File: src/sndtmr_pkg.sv
// Package for the sound chip timer and interrupt core: field widths, bit positions,
// command and register codes, and the item and control struct types.
// No dependencies; every other file in src uses it.
package sndtmr_pkg;

   localparam int PEND_W     = 11;
   localparam int CNT_W      = 8;
   localparam int MODE_W     = 3;
   localparam int LEVEL_W    = 3;
   localparam int LVL_MASK_W = 8;
   localparam int LVL_IDX_W  = $clog2(LVL_MASK_W);
   localparam int NUM_TIMERS = 3;
   localparam int CMD_W      = 3;
   localparam int SEL_W      = 2;
   localparam int CSR_IDX_W  = 3;

   localparam int BIT_SOFT   = 5;
   localparam int BIT_TIMER0 = 6;
   localparam int BIT_SAMPLE = 10;

   typedef enum logic [CMD_W-1:0] {
      CMD_TICK       = 3'd0,
      CMD_SOUND_SET  = 3'd1,
      CMD_SOUND_CLR  = 3'd2,
      CMD_HOST_SET   = 3'd3,
      CMD_HOST_CLR   = 3'd4,
      CMD_TIMER_WR   = 3'd5
   } cmd_type;

   typedef enum logic [CSR_IDX_W-1:0] {
      CSR_SOUND_EN = 3'd0,
      CSR_HOST_EN  = 3'd1,
      CSR_LEVEL0   = 3'd2,
      CSR_LEVEL1   = 3'd3,
      CSR_LEVEL2   = 3'd4
   } csr_idx_type;

   typedef struct packed {
      logic [CMD_W-1:0]  cmd;
      logic [SEL_W-1:0]  timer_sel;
      logic [PEND_W-1:0] data_bits;
   } req_type;

   typedef struct packed {
      logic [PEND_W-1:0]  sound_cpu_active;
      logic [LEVEL_W-1:0] sound_cpu_level;
      logic               host_irq;
      logic [PEND_W-1:0]  sound_cpu_pending;
      logic [PEND_W-1:0]  host_pending;
   } rsp_type;

   typedef struct packed {
      logic [PEND_W-1:0]     sound_en;
      logic [PEND_W-1:0]     host_en;
      logic [LVL_MASK_W-1:0] level0;
      logic [LVL_MASK_W-1:0] level1;
      logic [LVL_MASK_W-1:0] level2;
   } cfg_type;

   typedef struct packed {
      logic advance;
      logic tick;
      logic load;
   } timer_ctl_type;

endpackage

File: src/sound_chip_timers_and_interrupts_core.sv
// Top level of the sound chip timer and interrupt core: input register, config
// registers, three timers, pending sets and the result register.
// Depends on sndtmr_pkg, sndtmr_timer and sndtmr_irq.
//
// Every accepted item (tick, pending set or clear, or timer write) yields exactly
// one result item showing the state after that item. The core takes one item per
// clock: an item sits in the input register while the timers and pending sets
// update, and the result is then registered in the output register, which drives
// rsp_valid. When the result register is held by rsp_stall the input register
// fills and req_stall rises; throughput is then set by the consumer.
// Configuration writes are always accepted (csr_ready is always high) and take
// effect for items processed afterwards.
module sound_chip_timers_and_interrupts_core (
   input  logic                                clock,
   input  logic                                reset,
   input  logic                                req_valid,
   output logic                                req_stall,
   input  sndtmr_pkg::req_type                 req_data,
   output logic                                rsp_valid,
   input  logic                                rsp_stall,
   output sndtmr_pkg::rsp_type                 rsp_data,
   input  logic                                csr_valid,
   output logic                                csr_ready,
   input  logic [sndtmr_pkg::CSR_IDX_W-1:0]    csr_index,
   input  logic [sndtmr_pkg::PEND_W-1:0]       csr_wdata
);

   logic                                in_valid_ff, in_valid_in;
   sndtmr_pkg::req_type                 in_ff;
   logic                                rsp_valid_ff, rsp_valid_in;
   sndtmr_pkg::rsp_type                 rsp_ff;
   sndtmr_pkg::rsp_type                 rsp_next;
   sndtmr_pkg::cfg_type                 cfg_ff, cfg_in;
   logic                                out_ready;
   logic                                advance;
   logic [sndtmr_pkg::NUM_TIMERS-1:0]   timer_wrap;

   assign out_ready   = !rsp_valid_ff || !rsp_stall;
   assign advance     = in_valid_ff && out_ready;
   assign req_stall   = in_valid_ff && !out_ready;
   assign in_valid_in = req_stall ? in_valid_ff : req_valid;
   assign rsp_valid_in = out_ready ? in_valid_ff : rsp_valid_ff;
   assign csr_ready   = 1'b1;
   assign rsp_valid   = rsp_valid_ff;
   assign rsp_data    = rsp_ff;

   always_comb begin
      cfg_in = cfg_ff;
      if (csr_valid) begin
         unique case (sndtmr_pkg::csr_idx_type'(csr_index))
            sndtmr_pkg::CSR_SOUND_EN: cfg_in.sound_en = csr_wdata;
            sndtmr_pkg::CSR_HOST_EN:  cfg_in.host_en  = csr_wdata;
            sndtmr_pkg::CSR_LEVEL0:   cfg_in.level0   = csr_wdata[sndtmr_pkg::LVL_MASK_W-1:0];
            sndtmr_pkg::CSR_LEVEL1:   cfg_in.level1   = csr_wdata[sndtmr_pkg::LVL_MASK_W-1:0];
            sndtmr_pkg::CSR_LEVEL2:   cfg_in.level2   = csr_wdata[sndtmr_pkg::LVL_MASK_W-1:0];
            default: ;
         endcase
      end
   end

   for (genvar t = 0; t < sndtmr_pkg::NUM_TIMERS; t++) begin : g_timer
      sndtmr_pkg::timer_ctl_type ctl;
      always_comb begin
         ctl.advance = advance;
         ctl.tick    = (sndtmr_pkg::cmd_type'(in_ff.cmd) == sndtmr_pkg::CMD_TICK);
         ctl.load    = (sndtmr_pkg::cmd_type'(in_ff.cmd) == sndtmr_pkg::CMD_TIMER_WR)
                       && (in_ff.timer_sel == sndtmr_pkg::SEL_W'(t));
      end
      sndtmr_timer u_timer (
         .clock (clock),
         .reset (reset),
         .ctl   (ctl),
         .data  (in_ff.data_bits),
         .wrap  (timer_wrap[t])
      );
   end

   sndtmr_irq u_irq (
      .clock      (clock),
      .reset      (reset),
      .advance    (advance),
      .req        (in_ff),
      .timer_wrap (timer_wrap),
      .cfg        (cfg_ff),
      .rsp_next   (rsp_next)
   );

   always_ff @(posedge clock) begin
      if (reset) begin
         in_valid_ff  <= 1'b0;
         rsp_valid_ff <= 1'b0;
         cfg_ff       <= '0;
      end else begin
         in_valid_ff  <= in_valid_in;
         rsp_valid_ff <= rsp_valid_in;
         cfg_ff       <= cfg_in;
      end
   end

   always_ff @(posedge clock) begin
      if (req_valid && !req_stall) in_ff <= req_data;
      if (advance) rsp_ff <= rsp_next;
   end

endmodule

File: src/sndtmr_timer.sv
// One prescaled 8-bit up-counting timer with a power-of-two prescaler.
// Depends on sndtmr_pkg; instantiated once per timer by the top level.
module sndtmr_timer (
   input  logic                            clock,
   input  logic                            reset,
   input  sndtmr_pkg::timer_ctl_type       ctl,
   input  logic [sndtmr_pkg::PEND_W-1:0]   data,
   output logic                            wrap
);

   logic [sndtmr_pkg::CNT_W-1:0]  value_ff, value_in;
   logic [sndtmr_pkg::MODE_W-1:0] mode_ff, mode_in;
   logic [sndtmr_pkg::CNT_W-1:0]  prescale_ff, prescale_in;
   logic [sndtmr_pkg::MODE_W-1:0] new_mode;

   assign new_mode = data[sndtmr_pkg::CNT_W +: sndtmr_pkg::MODE_W];

   always_comb begin
      value_in    = value_ff;
      mode_in     = mode_ff;
      prescale_in = prescale_ff;
      wrap        = 1'b0;
      if (ctl.advance && ctl.tick) begin
         if (prescale_ff <= sndtmr_pkg::CNT_W'(1)) begin
            prescale_in = sndtmr_pkg::CNT_W'(1) << mode_ff;
            value_in    = value_ff + sndtmr_pkg::CNT_W'(1);
            wrap        = (value_ff == {sndtmr_pkg::CNT_W{1'b1}});
         end else begin
            prescale_in = prescale_ff - sndtmr_pkg::CNT_W'(1);
         end
      end else if (ctl.advance && ctl.load) begin
         value_in = data[sndtmr_pkg::CNT_W-1:0];
         if (new_mode != mode_ff) begin
            mode_in     = new_mode;
            prescale_in = sndtmr_pkg::CNT_W'(1) << new_mode;
         end
      end
   end

   always_ff @(posedge clock) begin
      if (reset) begin
         value_ff    <= '0;
         mode_ff     <= '0;
         prescale_ff <= sndtmr_pkg::CNT_W'(1);
      end else begin
         value_ff    <= value_in;
         mode_ff     <= mode_in;
         prescale_ff <= prescale_in;
      end
   end

endmodule

File: src/sndtmr_irq.sv
// Pending-interrupt sets for the sound processor and the host, plus enable masking
// and the priority level encode. Depends on sndtmr_pkg; used by the top level.
module sndtmr_irq (
   input  logic                                clock,
   input  logic                                reset,
   input  logic                                advance,
   input  sndtmr_pkg::req_type                 req,
   input  logic [sndtmr_pkg::NUM_TIMERS-1:0]   timer_wrap,
   input  sndtmr_pkg::cfg_type                 cfg,
   output sndtmr_pkg::rsp_type                 rsp_next
);

   logic [sndtmr_pkg::PEND_W-1:0]    sound_ff, sound_in;
   logic [sndtmr_pkg::PEND_W-1:0]    host_ff, host_in;
   logic [sndtmr_pkg::PEND_W-1:0]    sound_nx, host_nx;
   logic [sndtmr_pkg::PEND_W-1:0]    wrap_bits;
   logic [sndtmr_pkg::PEND_W-1:0]    soft_bit;
   logic [sndtmr_pkg::PEND_W-1:0]    sample_bit;
   logic [sndtmr_pkg::PEND_W-1:0]    active;
   logic [sndtmr_pkg::LEVEL_W-1:0]   level;
   logic [sndtmr_pkg::LVL_IDX_W-1:0] lvl_pos;
   logic                             soft_req;

   assign soft_req   = req.data_bits[sndtmr_pkg::BIT_SOFT];
   assign soft_bit   = sndtmr_pkg::PEND_W'(1) << sndtmr_pkg::BIT_SOFT;
   assign sample_bit = sndtmr_pkg::PEND_W'(1) << sndtmr_pkg::BIT_SAMPLE;
   assign wrap_bits  = sndtmr_pkg::PEND_W'(timer_wrap) << sndtmr_pkg::BIT_TIMER0;

   always_comb begin
      sound_nx = sound_ff;
      host_nx  = host_ff;
      unique case (sndtmr_pkg::cmd_type'(req.cmd))
         sndtmr_pkg::CMD_TICK: begin
            sound_nx = sound_ff | sample_bit | wrap_bits;
            host_nx  = host_ff | wrap_bits;
         end
         sndtmr_pkg::CMD_SOUND_SET: begin
            if (soft_req) sound_nx = sound_ff | soft_bit;
         end
         sndtmr_pkg::CMD_SOUND_CLR: sound_nx = sound_ff & ~req.data_bits;
         sndtmr_pkg::CMD_HOST_SET: begin
            if (soft_req) host_nx = host_ff | soft_bit;
         end
         sndtmr_pkg::CMD_HOST_CLR: host_nx = host_ff & ~req.data_bits;
         default: ;
      endcase
   end

   assign sound_in = advance ? sound_nx : sound_ff;
   assign host_in  = advance ? host_nx : host_ff;
   assign active   = sound_nx & cfg.sound_en;

   always_comb begin
      lvl_pos = '0;
      for (int i = sndtmr_pkg::PEND_W - 1; i >= 0; i--) begin
         if (active[i]) begin
            if (i >= sndtmr_pkg::LVL_MASK_W - 1) begin
               lvl_pos = sndtmr_pkg::LVL_IDX_W'(sndtmr_pkg::LVL_MASK_W - 1);
            end else begin
               lvl_pos = sndtmr_pkg::LVL_IDX_W'(i);
            end
         end
      end
      level = '0;
      if (|active) begin
         level = {cfg.level2[lvl_pos], cfg.level1[lvl_pos], cfg.level0[lvl_pos]};
      end
   end

   always_comb begin
      rsp_next.sound_cpu_active  = active;
      rsp_next.sound_cpu_level   = level;
      rsp_next.host_irq          = |(host_nx & cfg.host_en);
      rsp_next.sound_cpu_pending = sound_nx;
      rsp_next.host_pending      = host_nx;
   end

   always_ff @(posedge clock) begin
      if (reset) begin
         sound_ff <= '0;
         host_ff  <= '0;
      end else begin
         sound_ff <= sound_in;
         host_ff  <= host_in;
      end
   end

endmodule

File: config.mk
export PLATFORM = sky130hd
export DESIGN_NAME = sound_chip_timers_and_interrupts_core
export DESIGN_NICKNAME = d
export VERILOG_FILES = /design/src/sndtmr_pkg.sv /design/src/sound_chip_timers_and_interrupts_core.sv /design/src/sndtmr_timer.sv /design/src/sndtmr_irq.sv
export SDC_FILE = /design/constraint.sdc
export NUM_CORES = 1
export LEC_CHECK = 0
export ABC_AREA = 1
export BUFFER_PORTS_ARGS = -buffer_cell sky130_fd_sc_hd__buf_2
export CORE_ASPECT_RATIO = 1.25
export CORE_MARGIN = 8
export CORE_UTILIZATION = 50
export DETAILED_ROUTE_END_ITERATION = 7
export PLACE_DENSITY = 0.69
export REMOVE_ABC_BUFFERS = 1
export SLEW_MARGIN = 15
export SYNTH_ARGS = -nofsm -noshare
export SYNTH_HDL_FRONTEND = slang
export SYNTH_SLANG_ARGS = --single-unit
File: constraint.sdc
create_clock -name clock -period 2.9 [get_ports clock]
set_input_delay 0 -clock clock [delete_from_list [all_inputs] [get_ports clock]]
set_output_delay 0 -clock clock [all_outputs]
set_load 0.005 [all_outputs]
==> results of run 1 <==
[final timing paths]
kind / end / startpoint
setup / recovery: rsp_data[25] / in_ff[13]
hold / removal: cfg_ff[31] / csr_index[1]
setup reg to reg: rsp_data[25] / in_ff[13]
hold reg to reg: u_irq.host_ff[0] / u_irq.host_ff[0]
[critical path, cell delays in order (launching register included)]
cell	delay, ns
edfxtp_1	0.50
nor2_4	0.19
nand2_4	0.08
nor2_8	0.27
nand3_2	0.16
nand2_2	0.11
nand2_2	0.06
nand3_2	0.08
nand2_1	0.06
nand2_1	0.05
nand2_1	0.04
nand2_1	0.05
nand2_1	0.05
nand2_2	0.11
nand2_4	0.12
inv_2	0.15
nand2_1	0.06
nand3_1	0.08
nand2_1	0.06
nand2_1	0.06
nand2_1	0.05
[per-layer routing]
metal	share of wire	track usage
met5	0	0
met4	0.028	0.09622
met3	0.045	0.03430
met2	0.50	0.3628
met1	0.42	0.2415
[registers in the layout (all words and copies together) (netlist names)]
name and flops:
rsp_data 37, u_irq.sound_ff 11, in_ff 16, g_timer.u_timer.value_ff 24, rsp_valid 1, in_valid_ff 1, u_irq.host_ff 11, g_timer.u_timer.prescale_ff 24
cfg_ff 46, g_timer.u_timer.mode_ff 9
[synth_stat cells, drive strengths merged]
| cell type | n |
|---|---|
| nand2 | 197 |
| inv | 147 |
| nor2 | 145 |
| o21ai | 140 |
| dfxtp | 127 |
| a21oi | 71 |
| edfxtp | 53 |
| nand3 | 51 |
| clkbuf | 30 |
| nor3 | 20 |
| xnor2 | 16 |
| o311a | 12 |
| ha | 9 |
| a31oi | 8 |
| buf | 8 |
| o211ai | 8 |
| a221oi | 6 |
| nand4 | 6 |
| o22ai | 5 |
| a211oi | 4 |
| a22o | 4 |
| xor2 | 4 |
| a311oi | 3 |
| clkinv | 3 |
| o32ai | 2 |
| a22oi | 1 |
| a41oi | 1 |
| conb | 1 |
| nand3b | 1 |
| o221ai | 1 |
| o311ai | 1 |
| o31ai | 1 |
| o41ai | 1 |
[cell usage in the layout (no fill, tap or decap), drive strengths merged]
| cell | synthesis | final |
|---|---|---|
| nand4 | 6 | 6 |
| a31oi | 8 | 8 |
| o22ai | 5 | 5 |
| nand2 | 197 | 197 |
| ha | 9 | 9 |
| o211ai | 8 | 8 |
| a311oi | 3 | 3 |
| conb | 1 | 1 |
| dlygate4sd3 | 0 | 31 |
| o221ai | 1 | 1 |
| o311a | 12 | 12 |
| xor2 | 4 | 4 |
| nor3 | 20 | 20 |
| buf | 8 | 87 |
| edfxtp | 53 | 53 |
| clkinvlp | 0 | 2 |
| o31ai | 1 | 1 |
| nor2 | 145 | 145 |
| a21oi | 71 | 71 |
| nand3b | 1 | 1 |
| nand3 | 51 | 51 |
| a22oi | 1 | 1 |
| a22o | 4 | 4 |
| dfxtp | 127 | 127 |
| clkinv | 3 | 6 |
| a41oi | 1 | 1 |
| o32ai | 2 | 2 |
| o41ai | 1 | 1 |
| o311ai | 1 | 1 |
| a221oi | 6 | 6 |
| o21ai | 140 | 140 |
| clkbuf | 30 | 19 |
| a211oi | 4 | 4 |
| inv | 147 | 155 |
| xnor2 | 16 | 16 |
[cell type report]
type / count / area (um^2)
tap: 220 / 275.3
clock buffer: 19 / 432.9
fill: 1512 / 6809
inverter: 150 / 563.0
sequential: 180 / 4134
timing repair buffer: 118 / 780.7
multi-input combinational: 719 / 3662
clock inverter: 13 / 120.1
[logic make-up (layout without fill, tap and decap cells)]
kind of cell    count (synthesis)  count (layout)  share of synthesized area
fa+ha+maj                       9               9                    0.01321
xor+xnor                       20              20                    0.02055
other cells                     1               1                  0.0004399
buf+inv                       188             300                    0.08543
simple gates                  420             420                     0.2130
flops                         180             180                     0.4850
compound gates                269             269                     0.1824
[metrics by stage]
step / worst slack (ns) / hold slack (ns)
6_report: 0.2571 / 0.1292
3_3_place_gp: 0.3781 / 0.1763
3_5_place_dp: 0.2842 / 0.1792
4_1_cts: 0.2859 / 0.1116
5_1_grt: 0.001729 / 0.1673
2_1_floorplan: 0.2113 / 0.06907
[report_power, final]
group / internal [W] / leakage [nW] / switching (W)
Combinational: 0.000150 / 2.58 / 0.000267
Clock: 0.00113 / 0.267 / 0.00105
Sequential: 0.00267 / 1.52 / 0.0000486
==> impl_metrics.toml, run 1 <==
[detailed_routing]
drt_iter0_drc = 481
ant_nets = 0
drc = 0
finalWirelength_um = 21830
routed-via-count = 7516
drt-pass1-iter-count = 5
routedWlPerCell_um = 15.39
vias_per_cell = 5.297

[timing]
relSlewSlack = 0.5329
worst_pin_slew_ns = 0.6999
finClkSkew_ns = 0.009336
grt_setup_unrepaired = "false"
final_max_slew_viol_count = 0
hold_viol_final = 0
period_share = 0.9113
setup_tns_ns = 0
setup_violations = 0
fmax_ghz = 0.3784
layout_min_cycle_time_ns = 2.643

[layout]
design_area_um2 = 9968
antennaDiodeCount = 0
utilization = 0.5942
fin_cells = 1419
layout-drive-gt1-share = 0.1426
syn2layout_area_growth_pct = 16.94
layout.nets = 1230

[synth]
synth_warnings = 0
syn-cell-area_um2 = 8524
synth_top_cell_by_area = "dfxtp_1"
synth_area_leaders = "dfxtp_1, edfxtp_1, nand2_1"
avgSynthCellArea_um2 = 7.842
synth_top_area_share = 0.2983
synth_cell_type_count = 47
synth_seq_cells = 180
synthCells = 1087
ys_seq_area_frac = 0.4850

[floorplan]
ios = 75
core_area_um2 = 16780
start_util = 0.5081
die_x_um = 132.8
rows = 53
die_y_um = 162.0
die-area_um2 = 21510

[placement]
dpl_cell_area_um2 = 9105
port_buffers = 73
gp_congestion = 0.9100
place_inst = 1356
dp_hpwl_um = 15820

[clock_tree]
clock_latency_ns = 0.43
post_cts_resized = 0
clkTransAtPathRegs_ns = 0.07
cts_buffers = 17
cts_tree = "built"
hold_buffers = 31
htreeDepth = 4
cts_sinks = 180
clk_path_buf_depth = 2
cts_root_buffer = "clkbuf_16"
post_cts_buffers = 0

[outcome]
status = "complete, no violations"

[worst_hold_path]
min_path_type = "input pin to register"
whs_path_depth = 5

[global_routing]
track_usage = 0.2069
grt_max_degree = 61
grt_pass1_vias = 7198
grt_pass1_wl_um = 35800
antenna_found_initial = 0
grt_overflow = 0

[power_and_ir_drop]
cellPowerDensity_nw_per_um2 = 533.5
leakagePower_nw = 4.370
peakVddDrop_mv = 0.3978
power_w = 0.005318

[setup_path]
end_kind = "register"
cp.required_ns = 3.09
critPathLaunchType = "register"
worstPathMaxFanout = 19
reg2reg_slack_ns = 0.26
crit_type = "register to register"
reg2regPathDepth = 20
crit_arrival_ns = 2.84

[job]
maxCapViolCount = 0
(Power assumes the default switching activity.)
==> inputs of run 2 (changes only) <==
CELL_PAD_IN_SITES_DETAIL_PLACEMENT = 0   (was not set)
CELL_PAD_IN_SITES_GLOBAL_PLACEMENT = 1   (was not set)
CORE_UTILIZATION = 44   (was 50)
PLACE_DENSITY = 0.84   (was 0.69)
SYNTH_HIERARCHICAL = 1   (was not set)
==> run 2 against run 1 <==
Flip-flop and latch count stayed put; cell count is 27% higher; power is 6.8% higher; non-clock buffer count is 17 higher; wire length is 22% higher; synthesized area is 15% higher; sequential power hardly changed; clock skew is 0.0081 ns higher; cell area is 16% higher; hold slack worse by 0.081 ns; highest routed layer unchanged.
==> impl_metrics.toml, run 2 <==
[power_and_ir_drop]
power_frac_comb = 0.094
p_int_w = 0.004065
power_w = 0.005678
swShare = 0.2840
cellPowerDensity_nw_per_um2 = 492.8
p_switching_w = 0.001613
seqPwrFrac = 0.479
leakagePower_nw = 5.566
peakVddDrop_mv = 0.4157
pwr-share-clk = 0.427

[placement]
gp_congestion = 0.8831
port_buffers = 73
dp_hpwl_um = 19340
place_inst = 1731

[clock_tree]
clock_latency_ns = 0.44
clkTransAtPathRegs_ns = 0.08
cts_root_buffer = "clkbuf_16"
cts_sinks = 180
cts_buffers = 17
htreeDepth = 4
cts_tree = "built"
clk_path_buf_depth = 2

[synth]
synth_ff_type = "dfxtp_1"
synthCells = 1389
synth_top_area_share = 0.2600
ys_seq_area_frac = 0.4228
synth_common_cells = "nand2_1, nor2_1, inv_1"
synth_area_leaders = "dfxtp_1, edfxtp_1, nand2_1"
avgSynthCellArea_um2 = 7.039
synth_edf_count = 53
synth_warnings = 6
synth_top_cell_by_area = "dfxtp_1"
async_flop_share = 0
synth_cell_type_count = 43
synth_seq_cells = 180
synth.most_common_cell = "nand2_1"
syn-cell-area_um2 = 9777

[floorplan]
core_area_um2 = 22060
die_x_um = 149.3
ios = 75
die_y_um = 182.7
start_util = 0.4432
rows = 61
die-area_um2 = 27280

[worst_hold_path]
whs_path_depth = 5
min_path_type = "input pin to register"
min_to = "cfg_ff[12]"
hold_path.startpoint = "csr_index[1]"

[timing]
layout_min_cycle_time_ns = 2.654
final_max_slew_viol_count = 0
relSlewSlack = 0.3969
worst_pin_slew_ns = 0.9014
setup_violations = 0
fmax_ghz = 0.3768
hold_ws_ns = 0.04787
period_share = 0.9152
hold_viol_final = 0
finClkSkew_ns = 0.01743

[layout]
antennaDiodeCount = 0
layout.nets = 1549
top_register = "cfg_ff"
final_cell_mix = "nand2_1, nor2_1, inv_1, nand3_1, dfxtp_1"
final_common_cell = "nand2_1"
layout-drive-gt1-share = 0.1733
largest_register_ffs = 46
fin_cells = 1801
syn2layout_area_growth_pct = 17.84

[setup_path]
crit_arrival_ns = 2.84
worstPathMaxFanout = 12
crit_type = "register to register"
cp.required_ns = 3.09
critPathLaunchType = "register"
reg2regPathDepth = 25
reg2reg_slack_ns = 0.25
r2r-end = "rsp_data[24]"
end_kind = "register"
reg2reg_from = "g_timer[0].u_timer/prescale_ff[0]"

[detailed_routing]
drt-pass1-iter-count = 5
routed-via-count = 9063
drc = 0
finalWirelength_um = 26620
ant_nets = 0
vias_per_cell = 5.032
routedWlPerCell_um = 14.78
drt_iter0_drc = 552

[job]
maxCapViolCount = 0

[global_routing]
grt_pass1_wl_um = 43170
grt_pass1_vias = 8533
antenna_found_initial = 0
grt_overflow = 0
track_usage = 0.1984
grt_max_degree = 51

[outcome]
status = "complete, no violations"
-- run 2: cell type report --
cell class | count | area (um^2)
fill | 2167 | 10540
multi-input combinational | 973 | 4730
sequential | 180 | 4135
timing repair buffer | 135 | 910.9
inverter | 198 | 752.0
clock buffer | 17 | 425.4
tap | 283 | 354.1
clock inverter | 15 | 214.0
-- run 2: worst max path at each step --
stage | cells after the start | endpoint | from | slack (ns)
after floorplan | 24 | rsp_data[24] | rsp_valid | -2.72
after global placement | 23 | rsp_data[25] | g_timer[2].u_timer/prescale_ff[0] | 0.15
after detailed placement | 23 | rsp_data[23] | g_timer[2].u_timer/prescale_ff[0] | 0.06
after CTS | 23 | rsp_data[23] | g_timer[2].u_timer/prescale_ff[0] | 0.04
after global routing | 20 | rsp_data[25] | g_timer[2].u_timer/value_ff[0] | -0.004
final | 25 | rsp_data[24] | g_timer[0].u_timer/prescale_ff[0] | 0.25
-- run 2: routing by layer --
| metal | routed length, um | global-route usage |
|---|---|---|
| met2 | 13400 | 0.3527 |
| met3 | 904 | 0.02775 |
| met4 | 750 | 0.07325 |
| met5 | 0 | 0 |
| met1 | 11570 | 0.2366 |
-- run 2: critical path: stages (launching register included) --
cell and delay (ns):
dfxtp_1 0.35, inv_2 0.09, ha_2 0.19, nor2_2 0.05, nor2_4 0.14, nand2_4 0.08
inv_4 0.07, nand2_4 0.05, nor3_1 0.14, inv_1 0.10, o21bai_2 0.14, o21ai_2 0.08
clkinv_2 0.07, nand2_2 0.06, nand2_2 0.06, nand2_1 0.04, nand2_1 0.05, nand2_1 0.08
nand2_4 0.12, nand2_8 0.09, nand2_8 0.11, nand2_1 0.06, nand3_1 0.07, nand2_1 0.05
nand2_1 0.05, nand2_1 0.05
-- run 2: cells by family (layout without fill, tap and decap cells) --
family,count (synthesis),count (layout),synth area share
mux,3,3,0.003072
simple gates,807,808,0.3691
xor+xnor,3,3,0.002688
buf+inv,237,365,0.1024
flops,180,180,0.4228
other cells,1,1,0.0003836
fa+ha+maj,9,9,0.01152
compound gates,149,149,0.08805
-- run 2: metrics by stage --
| step | worst slack [ns] | util | TNS, ns | cell area (um^2) |
|---|---|---|---|---|
| 4_1_cts | 0.03877 | 0.5170 | 0 | 11400 |
| 3_5_place_dp | 0.05545 | 0.4735 | 0 | 10450 |
| 2_1_floorplan | -2.720 | - | -136.91 | 9528 |
| 5_1_grt | -0.004022 | 0.5223 | -0.004022 | 11520 |
| 3_3_place_gp | 0.1537 | 0.4735 | 0 | 10450 |
| 6_report | 0.2459 | 0.5223 | 0 | 11520 |
-- run 2: repair_timing --
action,4_1_cts,5_1_grt
endpoints found under the setup margin,0,3
gates resized for setup,0,20
hold buffers,32,0
setup buffers,0,5
endpoints found under the hold margin,48,0
-- run 2: power groups by stage --
stage | sequential [W] | clock [W] | combinational, W
2_1_floorplan | 0.00277 | 0 | 0.000304
3_3_place_gp | 0.00278 | 0 | 0.000484
3_5_place_dp | 0.00278 | 0 | 0.000488
4_1_cts | 0.00272 | 0.00248 | 0.000524
5_1_grt | 0.00273 | 0.00257 | 0.000598
6_report | 0.00272 | 0.00242 | 0.000533
